--- src/sv/lmu_fifo.sv ---
`default_nettype none
module lmu_fifo #(
	parameter int WIDTH = 8,
	parameter int DEPTH = 2
) (
	input  wire logic             clk,
	input  wire logic             arst_n,
	input  wire logic             push,
	input  wire logic [WIDTH-1:0] wdata,
	output logic                  full,
	input  wire logic             pop,
	output logic      [WIDTH-1:0] rdata,
	output logic                  not_empty
);
	localparam int AW = (DEPTH > 1) ? $clog2(DEPTH) : 1;
	localparam int CW = $clog2(DEPTH + 1);

	logic [WIDTH-1:0] mem_q [DEPTH];
	logic [AW-1:0]    wp_q;
	logic [AW-1:0]    rp_q;
	logic [CW-1:0]    cnt_q;

	assign full      = (cnt_q == CW'(DEPTH));
	assign not_empty = (cnt_q != '0);
	assign rdata     = mem_q[rp_q];

	always_ff @(posedge clk) begin
		if (push)
			mem_q[wp_q] <= wdata;
	end

	always_ff @(posedge clk or negedge arst_n) begin
		if (!arst_n) begin
			wp_q  <= '0;
			rp_q  <= '0;
			cnt_q <= '0;
		end else begin
			if (push)
				wp_q <= (wp_q == AW'(DEPTH - 1)) ? '0 : wp_q + 1'b1;
			if (pop)
				rp_q <= (rp_q == AW'(DEPTH - 1)) ? '0 : rp_q + 1'b1;
			if (push && !pop)
				cnt_q <= cnt_q + 1'b1;
			else if (pop && !push)
				cnt_q <= cnt_q - 1'b1;
		end
	end

	a_no_overflow: assert property (@(posedge clk) disable iff (!arst_n) push |-> !full || pop)
		else $error("queue overflow");
	a_no_underflow: assert property (@(posedge clk) disable iff (!arst_n) pop |-> not_empty)
		else $error("queue underflow");
endmodule
`default_nettype wire

--- config.mk ---
export PLATFORM = sky130hd
export DESIGN_NAME = lmu_fifo
export DESIGN_NICKNAME = d
export VERILOG_FILES = /design/src/sv/lmu_fifo.sv
export SDC_FILE = /design/constraint.sdc
export NUM_CORES = 1
export LEC_CHECK = 0
export ABC_AREA = 1
export BUFFER_PORTS_ARGS = -buffer_cell sky130_fd_sc_hd__buf_2
export CORE_UTILIZATION = 49
export DETAILED_ROUTE_END_ITERATION = 10
export GPL_ROUTABILITY_DRIVEN = 0
export PLACE_DENSITY = 0.75
export SYNTH_ARGS = -nofsm -noshare
export SYNTH_HDL_FRONTEND = slang
export SYNTH_SLANG_ARGS = --single-unit
--- constraint.sdc ---
create_clock -name clk -period 1.3 [get_ports clk]
set_input_delay 0.26 -clock clk [delete_from_list [all_inputs] [get_ports clk]]
set_output_delay 0.26 -clock clk [all_outputs]
set_load 0.05 [all_outputs]
Word level (Yosys, flattened, before mapping)
Memories as Yosys holds them, arrays and structs flattened.
Index checks and enable logic that the tools add are counted.

operators by class
  add/sub/neg operators = 4
  equal/unequal tests = 1
  muxes and demuxes = 6
  reductions and logical operators = 6

operators by type and width
  kind                                                                 number
  1-bit two-way mux                                                    4
  2-bit two-way mux                                                    2
  2-bit nonzero test                                                   2
  1-bit adder (second input constant)                                  2
  2-bit by 1-bit adder with 2-bit output (second input constant)       1
  2-bit equality test (second input constant)                          1
  1-bit logical AND                                                    2
  1-bit zero test                                                      2
  2-bit by 1-bit subtractor with 2-bit output (second input constant)  1

word-level totals
  register bits = 4
  bits in writable memories = 16
  bits of input ports = 12
  output and inout port bits = 10
  word-level logic and storage cells = 21
  memories = 1

memory list
  memory  depth  bits a word  rd ports  clocked after memory_dff  write ports  line  RTL
  mem_q   2      8            1         0                         1            18    logic [WIDTH-1:0] mem_q [DEPTH];

Longest topological paths before layout
Gate-level depths: netlist of the first run.

  word-level depth = 4
  mapped depth = 7
  gate-level depth less buffers = 7

Least setup slack after synthesis of the first run
Ideal clock, no wire load.

  kind = register -> output
  start = register cnt_q[0]
  end = output port full
  arrival time = 1.063 ns
  required time = 1.040 ns
  path slack = -0.023 ns
  stages on the path, launching flop included = 2
  path buffers = 0
  cell sequence = dfrtp_1 -> nor2_1

between the ends
  longest elaborated chain between the ends = 1

RTL lines
  what                    line  RTL
  from (decl)             21    logic [CW-1:0] cnt_q;
  from (signal assigned)  43    cnt_q <= cnt_q + 1'b1;
  from (signal assigned)  45    cnt_q <= cnt_q - 1'b1;
  2-bit equality test     23    assign full = (cnt_q == CW'(DEPTH));
  to (decl)               10    output logic full,

No other way between the ends.

Worst setup path in the final report of the first run
  start = register rp_q
  end = output port rdata[6]

between the ends
  longest elaborated chain between the ends = 1

RTL lines
  what                    line  RTL
  from (decl)             20    logic [AW-1:0] rp_q;
  from (signal assigned)  41    rp_q <= (rp_q == AW'(DEPTH - 1)) ? '0 : rp_q + 1'b1;
  memory read 2 x 8 bit   --
  to (decl)               12    output logic [WIDTH-1:0] rdata,

No other way between the ends.

==> results of run 1 <==
==> synth_stat cells (all sizes together) <==
master and number:
nand2 6, buf 1, edfxtp 16, nand4 1, nor2 2, mux2 8
nand3 1, dfrtp 4, inv 7, xnor2 1, xor2 2, ha 1
==> stage by stage <==
step | std cells | TNS [ps] | cell area (sq um) | util [%] | hold WS (ps)
2_1_floorplan | 50 | 0 | 821 | - | -35.6
3_3_place_gp | 88 | -1070 | 950 | 61.6 | 70.5
3_5_place_dp | 88 | -977 | 950 | 61.6 | 74.9
4_1_cts | 96 | -2320 | 1100 | 71.5 | 124
5_1_grt | 97 | -2750 | 1120 | 72.9 | 106
6_report | 97 | -2170 | 1120 | 72.9 | 139
==> sequential cells by signal, indices dropped and copies added, names as in the netlist <==
| register | count |
|---|---|
| mem_q | 16 |
| wp_q | 1 |
| cnt_q | 2 |
| rp_q | 1 |
==> final cells by class <==
class	instances	area [sq um]	share of cell area, %
Clock buffer	3	22.5	2.00
Clock inverter	1	30.0	2.67
Inverter	7	26.3	2.34
Multi-Input combinational cell	22	205	18.3
Sequential cell	20	582	51.8
Tap cell	16	20.0	1.78
Timing Repair Buffer	28	238	21.2
==> logic make-up after synthesis <==
group / Yosys count / share of synthesized area, %
AND/OR/NAND/NOR: 10 / 5.05
adder cells (fa/ha/maj): 1 / 1.53
XOR/XNOR: 3 / 3.21
multiplexers: 8 / 14.7
buffers and inverters: 8 / 4.59
flip-flops: 20 / 70.9
==> per-layer routing <==
layer | vias to the layer above | track usage [%] | wire (microns) | share of wire, %
met5 | - | 0 | 0 | 0
met4 | 0 | 13.1 | 19 | 1.5
met3 | 2 | 6.81 | 54 | 4.3
met2 | 16 | 25.2 | 726 | 58
met1 | 223 | 18.6 | 458 | 36
li1 | 235 | - | - | -
==> repair_timing <==
action,4_1_cts,5_1_grt
buffers inserted,3,1
cloned,0,0
endpoints found under the setup margin,10,10
gates resized for setup,24,5
hold endpoints to repair,4,0
hold buffers,1,0
pin swaps,0,1
==> worst min path at each step <==
| stage | startpoint | endpoint |
|---|---|---|
| CTS | wdata[6] | mem_q[0][6]$_DFFE_PP_ |
| detailed placement | arst_n | cnt_q[0]$_DFFE_PN0P_ |
| floorplan | arst_n | cnt_q[0]$_DFFE_PN0P_ |
| finish | pop | rp_q$_DFFE_PN0P_ |
| global route | wdata[1] | mem_q[1][1]$_DFFE_PP_ |
| global placement | arst_n | cnt_q[0]$_DFFE_PN0P_ |
==> power breakdown <==
group | internal (W) | switching, W | leakage (nW)
clock | 0.000312 | 0.000184 | 0.0279
sequential | 0.000872 | 0.0000802 | 0.196
combinational | 0.000659 | 0.000829 | 0.285
==> results.yml, run 1 <==
status:
  status: "finished with violations"
  violations: "negative setup slack"
setup_path:
  start_kind: "register"
  crit_fanout: 5
  r2r_start: "wp_q$_DFFE_PN0P_"
  critPathMaxStageDelay_ps: 430
  reg2reg_to: "mem_q[1][5]$_DFFE_PP_"
  path_depth: 3
  path_buf_inv: 2
  path_cells: "buf_6 -> mux2_4 -> buf_8"
  cp.arrival_ps: 1320
  cpMaxStageDelayCell: "dfrtp_2"
  crit_start: "rp_q$_DFFE_PN0P_"
  path_class: "register to output port"
  required_ps: 1040
  crit_family: "flip-flops"
  endpoint: "rdata[6]"
  reg2reg_slack_ps: 250
  critPathCaptureType: "output port"
  rr_worst_depth: 2
floorplanning:
  placementRows: 14
  ios: 22
  start_util_pct: 53.1
  die_width_microns: 42.9
  dieArea_sq_um: 1840
  core_sq_um: 1540
  die_y_microns: 42.9
grt:
  grt_pass1_vias: 445
  antenna_found_initial: 0
  grt_max_degree: 13
  grt_pass1_wl_microns: 1990
  grt_usage_pct: 16.7
  gr-total-overflow: 0
clock_tree:
  clock_path_buffers: 2
  cts_buffers: 3
  worstSkewPairLatency_ps: 300
  clk_pin_slew_ps: 110
  cts_root_buffer: "clkbuf_4"
  htree_num_levels: 1
  clock_sink_count: 20
  tritoncts: "done"
sta:
  relSlewSlack_pct: 77.6
  drv_slew: 0
  worst_pin_slew_ps: 335
  finalSetupViolCount: 8
  hold_violations: 0
  fin_worst_skew_ps: 2.55
  timing.final.crit_share_pct: 122
  grt_setup_unrepaired: "yes"
  fmax_mhz: 631
  min_period_ps: 1580
  fin_ws_ps: -284
route:
  drtIter0Drc: 10
  ant_nets: 0
  finalWirelength_microns: 1260
  num_vias: 476
  drc: 0
  wl_per_cell_microns: 13.0
  first_pass_iters: 4
  vias_per_cell: 4.91
place:
  dp_hpwl_microns: 791
  port_buffers: 21
  post-place-ws_ps: -133
final_layout:
  layout.cells.most_common_list: "16 x edfxtp_1, 11 x buf_2, 10 x buf_6, 8 x mux2_4"
  syn2layout_area_growth_pct: 37.3
  final_common_cell: "edfxtp_1"
  nFillCells: 110
  nets: 95
  drive_above_1_share_pct: 54.3
  n_antenna_cell: 0
power_and_ir_drop:
  power.total_w: 0.00294
  total_leakage_power_nw: 0.509
  vdd_drop_max_v: 0.00166
  powerDensity_nw_per_um2: 2610
synthesis:
  synth_fp_nets: 63
  synth.largest_area_cell: "edfxtp_1"
  ys_ff_latch: 20
  ys_seq_area_share_pct: 70.9
  yosys_warnings: 0
  ys_types: 12
  synth_area_per_cell_sq_um: 16.4
  yosys-top-cells-area: "edfxtp_1 59%, mux2_4 15%, dfrtp_1 12%, inv_1 3.2%, nand2_1 2.8%"
  synth_area_sq_um: 818
  synth.top_cell.area_share_pct: 58.7
  syn_inst: 50
worst_hold_path:
  hold_path_class: "input pin to register"
  holdPathStages: 2
flow_run:
  drv_cap: 0
(Power assumes the default switching activity.)
==> run 2: changes to the inputs <==
--- a/config.mk
+++ b/config.mk
@@ -11,6 +11,7 @@
 export DETAILED_ROUTE_END_ITERATION = 10
 export GPL_ROUTABILITY_DRIVEN = 0
 export PLACE_DENSITY = 0.75
+export SETUP_SLACK_MARGIN = 0.5
 export SYNTH_ARGS = -nofsm -noshare
 export SYNTH_HDL_FRONTEND = slang
 export SYNTH_SLANG_ARGS = --single-unit
==> results.yml, run 2 (same netlist as run 1, synthesis figures left out) <==
final_layout:
  drive_above_1_share_pct: 69.8
  layout.cells.most_common_list: "18 x buf_6, 16 x edfxtp_1, 11 x buf_2, 8 x mux2_4"
  final_common_cell: "buf_6"
  regMostFlops: "mem_q"
  nets: 100
  largest_registers: "mem_q: 16 flops, cnt_q: 2 flops"
  n_antenna_cell: 0
  largest_reg_flops: 16
  syn2layout_area_growth_pct: 51.4
  nFillCells: 94
sta:
  drv_slew: 0
  grt_setup_unrepaired: "yes"
  finalSetupViolCount: 10
  timing.final.crit_share_pct: 121
  hold_violations: 0
  worst_pin_slew_ps: 270
  fin_ws_ps: -271
  relSlewSlack_pct: 82.0
  fin_worst_skew_ps: 2.98
  min_period_ps: 1570
  fmax_mhz: 636
  fin_tns_setup_ps: -2220
  whs_ps: 139
route:
  wl_per_cell_microns: 15.7
  drtIter0Drc: 13
  finalWirelength_microns: 1600
  ant_nets: 0
  vias_per_cell: 5.07
  num_vias: 517
  drc: 0
  first_pass_iters: 3
clock_tree:
  clock_path_buffers: 2
  htree_num_levels: 1
  worstSkewPairLatency_ps: 300
  cts_buffers: 3
  clk_pin_slew_ps: 110
  tritoncts: "done"
  cts_root_buffer: "clkbuf_4"
  clock_sink_count: 20
grt:
  antenna_found_initial: 0
  grt_use_met2_pct: 30.9
  grt_usage_pct: 18.8
  busiest_layer: "met2"
  grt_util_met3_pct: 7.66
  gr-total-overflow: 0
  grt_pass1_wl_microns: 2330
  grt_pass1_vias: 537
  use_met1_pct: 20.6
  grt_max_degree: 12
place:
  port_buffers: 21
  post-place-ws_ps: 11.6
power_and_ir_drop:
  vdd_drop_max_v: 0.00141
  total_leakage_power_nw: 0.546
  powerDensity_nw_per_um2: 2540
floorplanning:
  placementRows: 14
  ios: 22
  die_y_microns: 42.9
  core_sq_um: 1540
  die_width_microns: 42.9
  start_util_pct: 53.1
  dieArea_sq_um: 1840
setup_path:
  required_ps: 1040
  cp.arrival_ps: 1310
  path_class: "register to output port"
  start_kind: "register"
  crit_fanout: 5
  critPathCaptureType: "output port"
  reg2reg_slack_ps: 220
status:
  violations: "negative setup slack"
  status: "finished with violations"
worst_hold_path:
  hold_path_class: "input pin to register"
flow_run:
  drv_cap: 0
-- run 2: cell types whose count changed in the layout (fill, tap and decap cells not counted), sizes merged --
| cell | delta |
|---|---|
| clkbuf | +1 |
| inv | -1 |
| bufinv | -1 |
| buf | +5 |
| clkinv | +1 |
-- run 2: worst max-delay path, cell delays in order, from the launching register on --
cell and delay, ps:
dfrtp_1 420, buf_6 150, mux2_4 300, buf_6 150
-- run 2: area by class of cell --
class,count,area (sq um),share of cell area [%]
timing repair buffer,33,305,24.6
multi-input combinational,22,268,21.6
inverter,7,36.3,2.93
tap,16,20.0,1.62
sequential,20,583,47.1
clock buffer,4,26.3,2.12
-- run 2: power by group --
| part | leakage (nW) | switching, W | internal [W] |
|---|---|---|---|
| Clock | 0.0150 | 0.000188 | 0.000120 |
| Combinational | 0.336 | 0.000957 | 0.000892 |
| Sequential | 0.195 | 0.000113 | 0.000875 |
| Total | 0.546 | 0.00126 | 0.00189 |
-- run 2: path summary, 6_finish.rpt --
kind                                    endpoint                  from  cells past startpoint
max                                     rdata[0]      rp_q$_DFFE_PN0P_                      3
min                        mem_q[0][3]$_DFFE_PP_              wdata[3]                      1
max reg2reg                 cnt_q[1]$_DFFE_PN0P_  cnt_q[0]$_DFFE_PN0P_                      7
min reg2reg                 cnt_q[1]$_DFFE_PN0P_  cnt_q[1]$_DFFE_PN0P_                      3
max in group asynchronous   cnt_q[0]$_DFFE_PN0P_                arst_n                      2
min in group asynchronous       wp_q$_DFFE_PN0P_                arst_n                      2
-- run 2: timing repair --
item	CTS	global route
gates resized for setup	32	10
hold endpoints to repair	4	0
buffers inserted	4	5
pin swaps	2	5
setup endpoints to repair	28	30
hold buffers	1	0
-- run 2: through the flow --
step	instances	utilization [%]	cell area (sq um)	total power, W
floorplan	50	-	861	0.00196
global placement	88	64.2	990	0.00215
detailed placement	88	64.2	990	0.00218
CTS	97	75.6	1170	0.00291
global route	102	80.4	1240	0.00327
finish	102	80.4	1240	0.00315
-- run 2: layer usage --
layer,vias to the layer above,wire length (microns)
met4,0,23
li1,245,-
met5,-,0
met3,4,72
met1,249,626
met2,19,874
